<file path="config.mk">
export PLATFORM = sky130hd
export DESIGN_NAME = jpeg_marker_carver
export DESIGN_NICKNAME = d
export VERILOG_FILES = /design/src/sv/jmc_pkg.sv /design/src/sv/jmc_front.sv /design/src/sv/jmc_queue.sv /design/src/sv/jmc_back.sv /design/src/sv/jpeg_marker_carver.sv
export SDC_FILE = /design/constraint.sdc
export NUM_CORES = 1
export LEC_CHECK = 0
export BUFFER_PORTS_ARGS = -buffer_cell sky130_fd_sc_hd__buf_2
export CAP_MARGIN = 20
export CORE_UTILIZATION = 62
export DETAILED_ROUTE_END_ITERATION = 8
export PLACE_DENSITY_LB_ADDON = 0.08
export SLEW_MARGIN = 20
export SYNTH_ARGS = -nofsm -noshare
export SYNTH_HDL_FRONTEND = slang
export SYNTH_SLANG_ARGS = --single-unit
</file>
<file path="constraint.sdc">
create_clock -name clk -period 10.1 [get_ports clk]
set_clock_uncertainty 0.15 [all_clocks]
set_input_delay 0.505 -clock clk [delete_from_list [all_inputs] [get_ports clk]]
set_output_delay 0.505 -clock clk [all_outputs]
set_load 0.02 [all_outputs]
</file>
<file path="src/sv/jmc_pkg.sv">
// ---------------------------------------------------------------------------
// jmc_pkg
// shared types and constants of the jpeg marker carver
// ---------------------------------------------------------------------------
package jmc_pkg;

  localparam logic [7:0] MARK_FF = 8'hFF;
  localparam logic [7:0] MARK_D8 = 8'hD8;
  localparam logic [7:0] MARK_D9 = 8'hD9;

  localparam int NUM_W   = 32;   // artifact_number field width
  localparam int OFS_W   = 48;   // start_offset / artifact_size field width
  localparam int QDEPTH  = 4;    // decoupling queue entries

  // width of the packed result tdata: byte, number, start, size
  localparam int OUT_DATA_W = 8 + NUM_W + OFS_W + OFS_W;

  // one queue entry: a single result, or a whole start signature (three results)
  typedef struct packed {
    logic             is_start;
    logic [7:0]       data_byte;
    logic             last;
    logic [NUM_W-1:0] number;
    logic [OFS_W-1:0] start_ofs;
    logic [OFS_W-1:0] size;
  } jmc_rec_t;

  typedef enum logic [1:0] {
    BEAT_HDR0 = 2'd0,
    BEAT_HDR1 = 2'd1,
    BEAT_HDR2 = 2'd2
  } jmc_beat_t;

endpackage

</file>
<file path="src/sv/jmc_front.sv">
// ---------------------------------------------------------------------------
// jmc_front
// per-byte scanner: tracks offset, window and open artifact, issues records
// ---------------------------------------------------------------------------
module jmc_front #(
  parameter int OFFSET_BITS = 48,
  parameter int COUNT_BITS  = 32
) (
  input  logic             clk,
  input  logic             rst_n,
  input  logic             in_tvalid,
  output logic             in_tready,
  input  logic [7:0]       in_tdata,   // [7:0] data_byte
  input  logic             q_full,
  output logic             push_valid,
  output jmc_pkg::jmc_rec_t push_rec
);
  import jmc_pkg::*;

  logic [OFFSET_BITS-1:0] offset_r, offset_nxt;
  logic [OFFSET_BITS-1:0] start_r, start_nxt;
  logic [COUNT_BITS-1:0]  count_r, count_nxt;
  logic                   active_r, active_nxt;
  logic [7:0]             prev_r, prev2_r;
  logic [1:0]             fill_r, fill_nxt;
  logic                   take;
  logic                   sig_hit, end_hit;
  logic [OFFSET_BITS-1:0] size_val;
  logic [63:0]            num64, start64, size64;

  assign in_tready = !q_full;
  assign take      = in_tvalid && in_tready;

  assign sig_hit  = !active_r && (fill_r == 2'd2) && (prev2_r == MARK_FF) &&
                    (prev_r == MARK_D8) && (in_tdata == MARK_FF);
  assign end_hit  = active_r && (prev_r == MARK_FF) && (in_tdata == MARK_D9);
  assign size_val = offset_r - start_r + OFFSET_BITS'(1);

  always_comb begin
    start_nxt  = start_r;
    count_nxt  = count_r;
    active_nxt = active_r;
    fill_nxt   = (fill_r == 2'd2) ? fill_r : fill_r + 2'd1;
    if (end_hit) begin
      active_nxt = 1'b0;
      fill_nxt   = 2'd0;
    end else if (sig_hit) begin
      start_nxt  = offset_r - OFFSET_BITS'(2);
      active_nxt = 1'b1;
      if (count_r != '1) begin
        count_nxt = count_r + COUNT_BITS'(1);
      end
    end
  end

  // fit the internal widths onto the fixed result fields
  assign num64   = 64'(count_nxt);
  assign start64 = 64'(start_nxt);
  assign size64  = end_hit ? 64'(size_val) : 64'd0;

  assign push_valid         = take && (active_r || sig_hit);
  assign push_rec.is_start  = sig_hit;
  assign push_rec.data_byte = in_tdata;
  assign push_rec.last      = end_hit;
  assign push_rec.number    = num64[NUM_W-1:0];
  assign push_rec.start_ofs = start64[OFS_W-1:0];
  assign push_rec.size      = size64[OFS_W-1:0];

  always_ff @(posedge clk) begin
    if (!rst_n) begin
      offset_r <= '0;
      start_r  <= '0;
      count_r  <= '0;
      active_r <= 1'b0;
      prev_r   <= '0;
      prev2_r  <= '0;
      fill_r   <= '0;
    end else if (take) begin
      offset_r <= offset_r + OFFSET_BITS'(1);
      start_r  <= start_nxt;
      count_r  <= count_nxt;
      active_r <= active_nxt;
      prev_r   <= in_tdata;
      prev2_r  <= prev_r;
      fill_r   <= fill_nxt;
    end
  end

endmodule

</file>
<file path="src/sv/jmc_queue.sv">
// ---------------------------------------------------------------------------
// jmc_queue
// small record fifo between scanner and output sequencer
// ---------------------------------------------------------------------------
module jmc_queue (
  input  logic              clk,
  input  logic              rst_n,
  input  logic              push,
  input  jmc_pkg::jmc_rec_t push_rec,
  output logic              full,
  input  logic              pop,
  output logic              not_empty,
  output jmc_pkg::jmc_rec_t head_rec
);
  import jmc_pkg::*;

  localparam int PW = $clog2(QDEPTH);
  localparam int CW = $clog2(QDEPTH + 1);

  jmc_rec_t       mem [QDEPTH];
  logic [PW-1:0]  wr_ptr_r, rd_ptr_r;
  logic [CW-1:0]  cnt_r;
  logic           do_push, do_pop;

  assign full      = (cnt_r == CW'(QDEPTH));
  assign not_empty = (cnt_r != '0);
  assign do_push   = push && !full;
  assign do_pop    = pop && not_empty;
  assign head_rec  = mem[rd_ptr_r];

  always_ff @(posedge clk) begin
    if (do_push) begin
      mem[wr_ptr_r] <= push_rec;
    end
  end

  always_ff @(posedge clk) begin
    if (!rst_n) begin
      wr_ptr_r <= '0;
      rd_ptr_r <= '0;
      cnt_r    <= '0;
    end else begin
      if (do_push) begin
        wr_ptr_r <= (wr_ptr_r == PW'(QDEPTH - 1)) ? '0 : wr_ptr_r + PW'(1);
      end
      if (do_pop) begin
        rd_ptr_r <= (rd_ptr_r == PW'(QDEPTH - 1)) ? '0 : rd_ptr_r + PW'(1);
      end
      if (do_push && !do_pop) begin
        cnt_r <= cnt_r + CW'(1);
      end else if (do_pop && !do_push) begin
        cnt_r <= cnt_r - CW'(1);
      end
    end
  end

endmodule

</file>
<file path="src/sv/jmc_back.sv">
// ---------------------------------------------------------------------------
// jmc_back
// output sequencer: expands start records into three beats, output register
// ---------------------------------------------------------------------------
module jmc_back (
  input  logic                              clk,
  input  logic                              rst_n,
  input  logic                              q_not_empty,
  input  jmc_pkg::jmc_rec_t                 head_rec,
  output logic                              q_pop,
  output logic                              out_tvalid,
  input  logic                              out_tready,
  output logic [jmc_pkg::OUT_DATA_W-1:0]    out_tdata,
  output logic                              out_tlast,
  output logic                              out_tuser
);
  import jmc_pkg::*;

  jmc_beat_t               beat_r, beat_nxt;
  logic                    valid_r;
  logic [OUT_DATA_W-1:0]   data_r, data_nxt;
  logic                    last_r, last_nxt;
  logic                    first_r, first_nxt;
  logic                    load;
  logic [7:0]              beat_byte;

  assign load = q_not_empty && (!valid_r || out_tready);

  always_comb begin
    beat_nxt  = beat_r;
    q_pop     = 1'b0;
    beat_byte = head_rec.data_byte;
    first_nxt = 1'b0;
    last_nxt  = head_rec.last;
    if (head_rec.is_start) begin
      last_nxt = 1'b0;
      unique case (beat_r)
        BEAT_HDR0: begin
          beat_byte = MARK_FF;
          first_nxt = 1'b1;
          beat_nxt  = BEAT_HDR1;
        end
        BEAT_HDR1: begin
          beat_byte = MARK_D8;
          beat_nxt  = BEAT_HDR2;
        end
        BEAT_HDR2: begin
          beat_byte = MARK_FF;
          beat_nxt  = BEAT_HDR0;
          q_pop     = load;
        end
        default: begin
          beat_nxt = BEAT_HDR0;
        end
      endcase
    end else begin
      q_pop = load;
    end
    if (!load) begin
      beat_nxt = beat_r;
    end
    data_nxt = {head_rec.size, head_rec.start_ofs, head_rec.number, beat_byte};
  end

  always_ff @(posedge clk) begin
    if (!rst_n) begin
      beat_r  <= BEAT_HDR0;
      valid_r <= 1'b0;
    end else begin
      beat_r <= beat_nxt;
      if (load) begin
        valid_r <= 1'b1;
      end else if (out_tready) begin
        valid_r <= 1'b0;
      end
    end
  end

  always_ff @(posedge clk) begin
    if (load) begin
      data_r  <= data_nxt;
      last_r  <= last_nxt;
      first_r <= first_nxt;
    end
  end

  assign out_tvalid = valid_r;
  assign out_tdata  = data_r;
  assign out_tlast  = last_r;
  assign out_tuser  = first_r;

endmodule

</file>
<file path="src/sv/jpeg_marker_carver.sv">
// ---------------------------------------------------------------------------
// jpeg_marker_carver
// streaming carver for jpeg files embedded in a raw byte stream
// ---------------------------------------------------------------------------
// One raw byte enters per transfer and the block takes one byte every cycle
// while its record queue is not full. While no artifact is open it looks for
// FF D8 FF among bytes received since the last artifact ended; on a hit it
// sends the three signature bytes, the first one tagged in tuser. While open,
// every byte goes out, and a D9 right after an FF closes the artifact with
// tlast and the artifact size. Results leave at one per cycle while out_tready
// is high; a start signature adds two extra result beats, which a four-entry
// record queue between the scanner and the output sequencer absorbs (the two
// signature bytes before it produce nothing), so the input only stalls when
// the output side is held back. Each record passes the queue and then the
// output register. The stream offset wraps at OFFSET_BITS and the artifact
// number saturates at its all-ones value; an unclosed artifact stays open.
// ---------------------------------------------------------------------------
module jpeg_marker_carver #(
  parameter int OFFSET_BITS = 48,
  parameter int COUNT_BITS  = 32
) (
  input  logic                           clk,
  input  logic                           rst_n,
  // input byte stream
  input  logic                           in_tvalid,
  output logic                           in_tready,
  input  logic [7:0]                     in_tdata,    // [7:0] data_byte
  // carved result stream
  output logic                           out_tvalid,
  input  logic                           out_tready,
  // [7:0] carved_byte, [39:8] artifact_number, [87:40] start_offset,
  // [135:88] artifact_size
  output logic [jmc_pkg::OUT_DATA_W-1:0] out_tdata,
  output logic                           out_tlast,   // last_flag
  output logic                           out_tuser    // first_flag
);
  import jmc_pkg::*;

  // scanner to queue
  logic     push_valid;
  jmc_rec_t push_rec;
  logic     q_full;

  // queue to sequencer
  logic     q_not_empty;
  logic     q_pop;
  jmc_rec_t head_rec;

  // front: offset counting, signature window, artifact open/close
  jmc_front #(
    .OFFSET_BITS (OFFSET_BITS),
    .COUNT_BITS  (COUNT_BITS)
  ) u_front (
    .clk        (clk),
    .rst_n      (rst_n),
    .in_tvalid  (in_tvalid),
    .in_tready  (in_tready),
    .in_tdata   (in_tdata),
    .q_full     (q_full),
    .push_valid (push_valid),
    .push_rec   (push_rec)
  );

  // record queue decoupling the two sides
  jmc_queue u_queue (
    .clk       (clk),
    .rst_n     (rst_n),
    .push      (push_valid),
    .push_rec  (push_rec),
    .full      (q_full),
    .pop       (q_pop),
    .not_empty (q_not_empty),
    .head_rec  (head_rec)
  );

  // back: beat expansion and registered output
  jmc_back u_back (
    .clk         (clk),
    .rst_n       (rst_n),
    .q_not_empty (q_not_empty),
    .head_rec    (head_rec),
    .q_pop       (q_pop),
    .out_tvalid  (out_tvalid),
    .out_tready  (out_tready),
    .out_tdata   (out_tdata),
    .out_tlast   (out_tlast),
    .out_tuser   (out_tuser)
  );

  // the scanner never issues a record into a full queue
  a_no_push_full: assert property (@(posedge clk) disable iff (!rst_n)
    push_valid |-> !q_full)
    else $error("record pushed into full queue");

  // a first-tagged beat is always the FF of a signature
  a_first_is_ff: assert property (@(posedge clk) disable iff (!rst_n)
    (out_tvalid && out_tuser) |-> (out_tdata[7:0] == MARK_FF) && !out_tlast)
    else $error("first beat is not FF");

  // a closing beat carries D9
  a_last_is_d9: assert property (@(posedge clk) disable iff (!rst_n)
    (out_tvalid && out_tlast) |-> (out_tdata[7:0] == MARK_D9))
    else $error("last beat is not D9");

  // the D8 of the signature follows its FF with no gap
  a_d8_follows: assert property (@(posedge clk) disable iff (!rst_n)
    (out_tvalid && out_tready && out_tuser) |=>
      (out_tvalid && (out_tdata[7:0] == MARK_D8)))
    else $error("signature beats split");

endmodule

</file>
After elaboration in Yosys (flattened, before gate mapping)
Memories as Yosys holds them, arrays and structs flattened. A register that Yosys moved wholly into a read port is not among the register bits.
Index checks and enable logic that the tools add are counted.

storage, ports and cells
  memories kept = 1
  output and inout bits = 140
  register bits after elaboration = 295
  word-level logic and storage cells = 94
  memory bits (writable) = 552

operators by class
  add/sub/neg operators = 10
  reduce and logical (&&, ||, !) cells = 29
  multiplexer cells = 26
  equal/unequal tests = 13

memory list
  name         depth  bits a word  rd ports  clocked after Yosys merged registers in  wr ports  RTL line         source
  u_queue.mem  4      138          1         1                                        1         jmc_queue.sv:20  jmc_rec_t mem [QDEPTH];

operators with widths
  kind                   number
  $mux 48                3
  $add 48x1->48 const B  2
  $mux 32                3
  $sub 48x2->48 const B  1
  $sub 48x48->48         1
  $eq 8x8->1 const B     5
  $add 32x1->32 const B  1
  $ne 32x32->1 const B   1
  $pmux 8 s2             1
  $logic_and 1x1->1      13
  $mux 2                 6
  $mux 1                 9
  $eq 2x2->1 const B     4
  $mux 8                 1
  $add 2x1->2 const B    3
  $mux 3                 2
  $reduce_and 2->1       3
  $reduce_bool 2->1      3
  $logic_not 1->1        5
  $pmux 2 s2             1
  $add 3x1->3 const B    1
  $eq 3x3->1 const B     1
  $reduce_bool 3->1      1
  $sub 3x1->3 const B    1
  other kinds (5)        6

Depth between registers and ports, before layout
  word-level depth = 12
  depth in mapped cells = 14
  depth with buffers taken out = 14

By module
A second synthesis with hierarchy kept.

second synthesis, totals
  cell total of the unflattened synthesis = 2535
  area, all modules = 36965.5 sq um

by module, submodules not included
  module     times used  sequential area each (sq um)  cells each  area an instance (sq um)
  jmc_queue  1           16756.1                       772         20504.7
  jmc_front  1           2942.8                        1591        12082.8
  jmc_back   1           4204.0                        172         4377.9

Least setup slack after synthesis
Ideal clock, no wire load.

  path kind = input -> register
  start point = in out_tready
  end point = reg u_queue.cnt_r[2]
  data arrival time = 8.906 ns
  setup slack = 0.968 ns
  path buffers = 0
  data required time = 9.874 ns
  cell stages on the path = 10
  cell sequence = inv_1 -> a21oi_1 -> a21boi_0 -> inv_1 -> ha_1 -> inv_1 -> fa_1 -> xor2_1 -> or3_1 -> a21boi_0

on the way
  word-level cells in the longest chain between the ends = 8
  elaborated cells between the ends (all ways) = 10

RTL lines
  what                                                RTL line                  source
  from (decl)                                         jpeg_marker_carver.sv:30  input logic out_tready,
  $logic_or 1x1->1 (*)                                jmc_back.sv:27            assign load = q_not_empty && (!valid_r || out_tready);
  $logic_and 1x1->1 (*)                               jmc_back.sv:27
  net u_back.load                                     jmc_back.sv:24            logic load;
  $mux 1                                              jmc_back.sv:37            unique case (beat_r)
  $mux 1 (*)                                          jmc_back.sv:35            if (head_rec.is_start) begin
  $logic_and 1x1->1 (*)                               jmc_queue.sv:28           assign do_pop = pop && not_empty;
  $logic_not 1->1                                     jmc_queue.sv:49           if (do_push && !do_pop) begin
  $logic_and 1x1->1                                   jmc_queue.sv:49
  $mux 3 / $reduce_bool 2->1 (equally long branches)  -
  to (signal assigned)                                jmc_queue.sv:50           cnt_r <= cnt_r + CW'(1);
  to (signal assigned)                                jmc_queue.sv:52           cnt_r <= cnt_r - CW'(1);
  to (decl)                                           jmc_queue.sv:22           logic [CW-1:0] cnt_r;

The timed path passes the listed nets; every way through them passes the cells marked *.
A chain may end at the register's enable or synchronous reset.

Final worst setup path
  start point = in in_tdata[4]
  end point = mem u_queue.mem[2][83] (netlist bit) (enable)

on the way
  word-level cells in the longest chain between the ends = 7

RTL lines
  what                          RTL line                  source
  from (decl)                   jpeg_marker_carver.sv:27  input logic [7:0] in_tdata,
  $eq 8x8->1                    jmc_front.sv:35           (prev_r == MARK_D8) && (in_tdata == MARK_FF);
  $logic_and 1x1->1             jmc_front.sv:35
  $logic_or 1x1->1              jmc_front.sv:61           assign push_valid = take && (active_r || sig_hit);
  $logic_and 1x1->1             jmc_front.sv:61
  $logic_and 1x1->1             jmc_queue.sv:27           assign do_push = push && !full;
  net u_queue.do_push           jmc_queue.sv:23           logic do_push, do_pop;
  $mux 1                        jmc_queue.sv:32           if (do_push) begin
  $mux 1 (not written as such)  jmc_queue.sv:33           mem[wr_ptr_r] <= push_rec;
  to (decl)                     jmc_queue.sv:20

The timed path passes the listed nets, and every way through them passes these cells.

==> run_results.csv <==
group,metric,value,unit
cells_and_area,multiInputGateArea,0.0117,mm²
power_and_ir_drop,p_int,5.78,mW
synthesis,synth_async_sr_flop_share,0,%
global_routing,antenna_found_initial,1,
global_routing,first_global_vias,20800,
power_and_ir_drop,clkPwrFrac,40.2,%
critical_path,endpoint,"u_queue.mem[2][83]",
critical_path,cpMostUsedCell,"nor2_1",
cells_and_area,nets,2758,
synthesis,synth_area_leaders,"edfxtp_1 57%, dfxtp_1 8.8%, mux4_2 8.5%",
route,ant_nets,0,
power_and_ir_drop,ir_drop,0.000162,V
critical_path,slowest_delay,910,ps
critical_path,rrSetupSlack,5700,ps
hold_path,hp-class,"primary input to register",
global_routing,grt_use_total,25.4,%
critical_path,crit_chain,"dlygate4sd3_1, buf_2, nand4_1, nor3_1, and4_1, nor2_1, nor2_1, and2_4, buf_4",
synthesis,yosysSeqAreaShare,65.7,%
cells_and_area,seqCellArea,0.0239,mm²
cells_and_area,fillCellCount,3847,
clocking,numCtsBuffers,84,
floorplan,initial_core_util,62.9,%
route,drc,0,
critical_path,critPathKind,"primary input to register",
route,avgViaCountPerCell,5.97,
clocking,htree_levels,3,
timing,fin_crit,4600,ps
route,vias,20700,
timing,slew_violations,0,
power_and_ir_drop,fin_total_pwr,7.46,mW
power_and_ir_drop,power.share.sequential,52.7,%
critical_path,cp_top_family,"simple AND/OR/NAND/NOR gates",
synthesis,synth_area,0.0364,mm²
critical_path,crit_required,10170,ps
timing,fin_tns_setup,0,ps
critical_path,cp-start-kind,"primary input",
synthesis,netlist.area_leader.share,57.0,%
critical_path,worstSetupEndpointType,"register",
timing,slew_headroom,30.5,%
synthesis,synthFlopType,"edfxtp_1",
critical_path,arrival,4680,ps
global_routing,grt_pass1_wl,116000,µm
timing,rsz0062_at_grt,"no",
floorplan,dieHeight,244,µm
clocking,post_cts_buffers,0,
route,drtIter0Drc,1556,
critical_path,r2r_start,"u_front.prev_r[4]",
synthesis,yosys.area.top_type,"edfxtp_1",
critical_path,worstPathMaxFanout,66,
floorplan,die_w,244,µm
timing,max_freq,0.217,GHz
route,wl_per_cell,21.4,µm
timing,hold_viol_final,0,
power_and_ir_drop,switching_share,22.6,%
clocking,clk_latency,620,ps
cells_and_area,area_growth_syn_to_layout,11.6,%
clocking,cts_tree,"yes",
synthesis,syn_avg_cell_area,14.6,µm²
synthesis,ys_warn_count,0,
synthesis,yosysUniqueCellTypes,70,
place,gp_congestion,0.888,
power_and_ir_drop,leakagePower,13.9,nW
global_routing,overflow,0,
floorplan,core-area,0.0578,mm²
power_and_ir_drop,switchingPower,1.68,mW
clocking,cts_sinks,849,
critical_path,cp_num_buf_inv,3,
outcome,outcome,"finished clean",
timing,fin_crit_sh,45.6,%
floorplan,io_pins,152,
timing,setup_viol,0,
critical_path,r2r_cells,7,
flow_run,cap_violations,0,
route,postRouteWirelength,74500,µm
synthesis,synth-seq-cells,849,
place,dpl.hpwl,47600,µm
timing,tightest_slew,1040,ps
synthesis,synth-edff-count,690,
floorplan,die_area,0.0596,mm²
critical_path,reg2reg_to,"u_queue.mem[2][83]",
synthesis,syn-num-nets,2607,
clocking,clkTransAtPathRegs,60,ps
critical_path,slowest_stage,"buf_4",
global_routing,grt_max_degree,141,
clocking,cts_max_path_buffers,3,
cells_and_area,drive_above_1_share,17.0,%
floorplan,rows,88,
synthesis,synthCells,2489,
route,firstDrtPassIters,5,
power_and_ir_drop,p_per_area,184,mW/mm²
power_and_ir_drop,combPwrFrac,7.1,%
place,portBuffers,151,
critical_path,startpoint,"in_tdata[4]",
critical_path,cp.depth,9,
clocking,root_buffer,"clkbuf_16",
[worst min-delay path: stages]
cell      delay, ps
buf_2            80
inv_1            60
nand2_1          60
a21boi_0         70
[per-layer routing]
metal  up-vias  global-route usage, %  part of all wire, %
met1     10400                   37.0                   45
met4         0                   6.38                  1.6
met3        89                   3.46                  5.8
met2       579                   40.8                   48
met5         -                      0                    0
li1       9631                      -                    -
[power by group through the flow]
stage               sequential, mW  combinational, mW  clock (mW)
detailed placement            4.00              0.535           0
finish                        3.93              0.530        3.00
global route                  3.94              0.574        3.20
global placement              4.00              0.526           0
CTS                           3.93              0.540        3.05
floorplan                     4.13              0.289           0
[repair_timing]
item / CTS / global route
endpoints found under the hold margin: 32 / 0
resized for setup: 0 / 0
hold buffers: 8 / 0
[registers in the layout (all words and copies together), names as in the netlist, named ones only]
register,flops
u_queue.wr_ptr_r,2
u_back.out_tlast,1
u_queue.mem,552
u_back.beat_r,2
u_front.prev_r,8
u_front.count_r,32
u_queue.cnt_r,3
u_back.out_tvalid,1
u_queue.rd_ptr_r,2
u_front.active_r,1
u_front.prev2_r,8
u_front.offset_r,48
u_back.out_tuser,1
u_front.start_r,48
u_front.fill_r,2
u_back.out_tdata,136
[metrics by stage]
stage	std cells	cell area (µm²)	setup WS, ps	hold slack (ps)	util [%]
5_1_grt	3475	40600	5180	74.2	70.2
3_5_place_dp	3311	37900	5450	307	65.5
3_3_place_gp	3311	37900	5480	303	65.5
2_1_floorplan	2489	36400	968	289	-
4_1_cts	3475	40600	5550	31.4	70.2
6_report	3476	40600	5500	60.7	70.2
[Yosys cell counts (all sizes together) (7+ instances only)]
| cell type | count |
|---|---|
| o21bai | 12 |
| and2 | 82 |
| nand2 | 239 |
| or4 | 8 |
| nor2b | 16 |
| inv | 78 |
| clkbuf | 93 |
| edfxtp | 690 |
| and4 | 8 |
| nor2 | 123 |
| ha | 104 |
| nand4 | 37 |
| dfxtp | 159 |
| xor2 | 50 |
| or3 | 21 |
| a31oi | 7 |
| nor4 | 18 |
| a211oi | 7 |
| o21ai | 89 |
| a21boi | 40 |
| and3 | 24 |
| xnor2 | 135 |
| a21o | 28 |
| mux4 | 138 |
| nand3 | 35 |
| buf | 26 |
| o211a | 37 |
| a21oi | 76 |
| nor3 | 41 |
[cells by family after synthesis]
group,synth area share [%]
buffers and inverters,2.10
muxes,8.72
and+or+nand+nor,9.41
adders and majority gates,3.69
DFF,65.7
AOI/OAI and AO/OA,5.89
xor gates and xnor gates,4.46
[layout make-up]
cell class	instances	share of cell area, %
inverters	78	0.722
flip-flops and latches	849	58.9
clock inverters	42	0.938
repair buffers	184	2.56
diodes	1	0.00617
well taps	765	2.36
clock buffers	114	5.56
multi-input cells	1443	28.9
[cells in the final DEF (no fill, tap or decap), drive strengths merged, types with 7 or more instances in the layout]
master / count
a211oi: 7
a21boi: 40
a21o: 28
a21oi: 76
a31oi: 7
and2: 82
and3: 24
and4: 8
buf: 176
clkbuf: 114
clkinv: 27
dfxtp: 159
dlygate4sd3: 8
edfxtp: 690
ha: 104
inv: 84
mux4: 138
nand2: 239
nand3: 35
nand4: 37
nor2: 123
nor2b: 16
nor3: 41
nor4: 18
o211a: 37
o21ai: 89
o21bai: 12
or3: 21
or4: 8
xnor2: 135
xor2: 50
[worst min-delay path by stage]
| stage | slack [ps] | end | from | cells past startpoint |
|---|---|---|---|---|
| 2_1_floorplan | 290 | u_front.prev2_r[5] | u_front.prev2_r[5] | 2 |
| 3_3_place_gp | 300 | u_front.prev2_r[7] | u_front.prev2_r[7] | 2 |
| 3_5_place_dp | 310 | u_front.prev2_r[5] | u_front.prev2_r[5] | 2 |
| 4_1_cts | 30 | u_back.out_tvalid | out_tready | 4 |
| 5_1_grt | 70 | u_back.out_tvalid | out_tready | 4 |
| 6_report | 60 | u_back.out_tvalid | out_tready | 4 |
(Power assumes the default switching activity.)
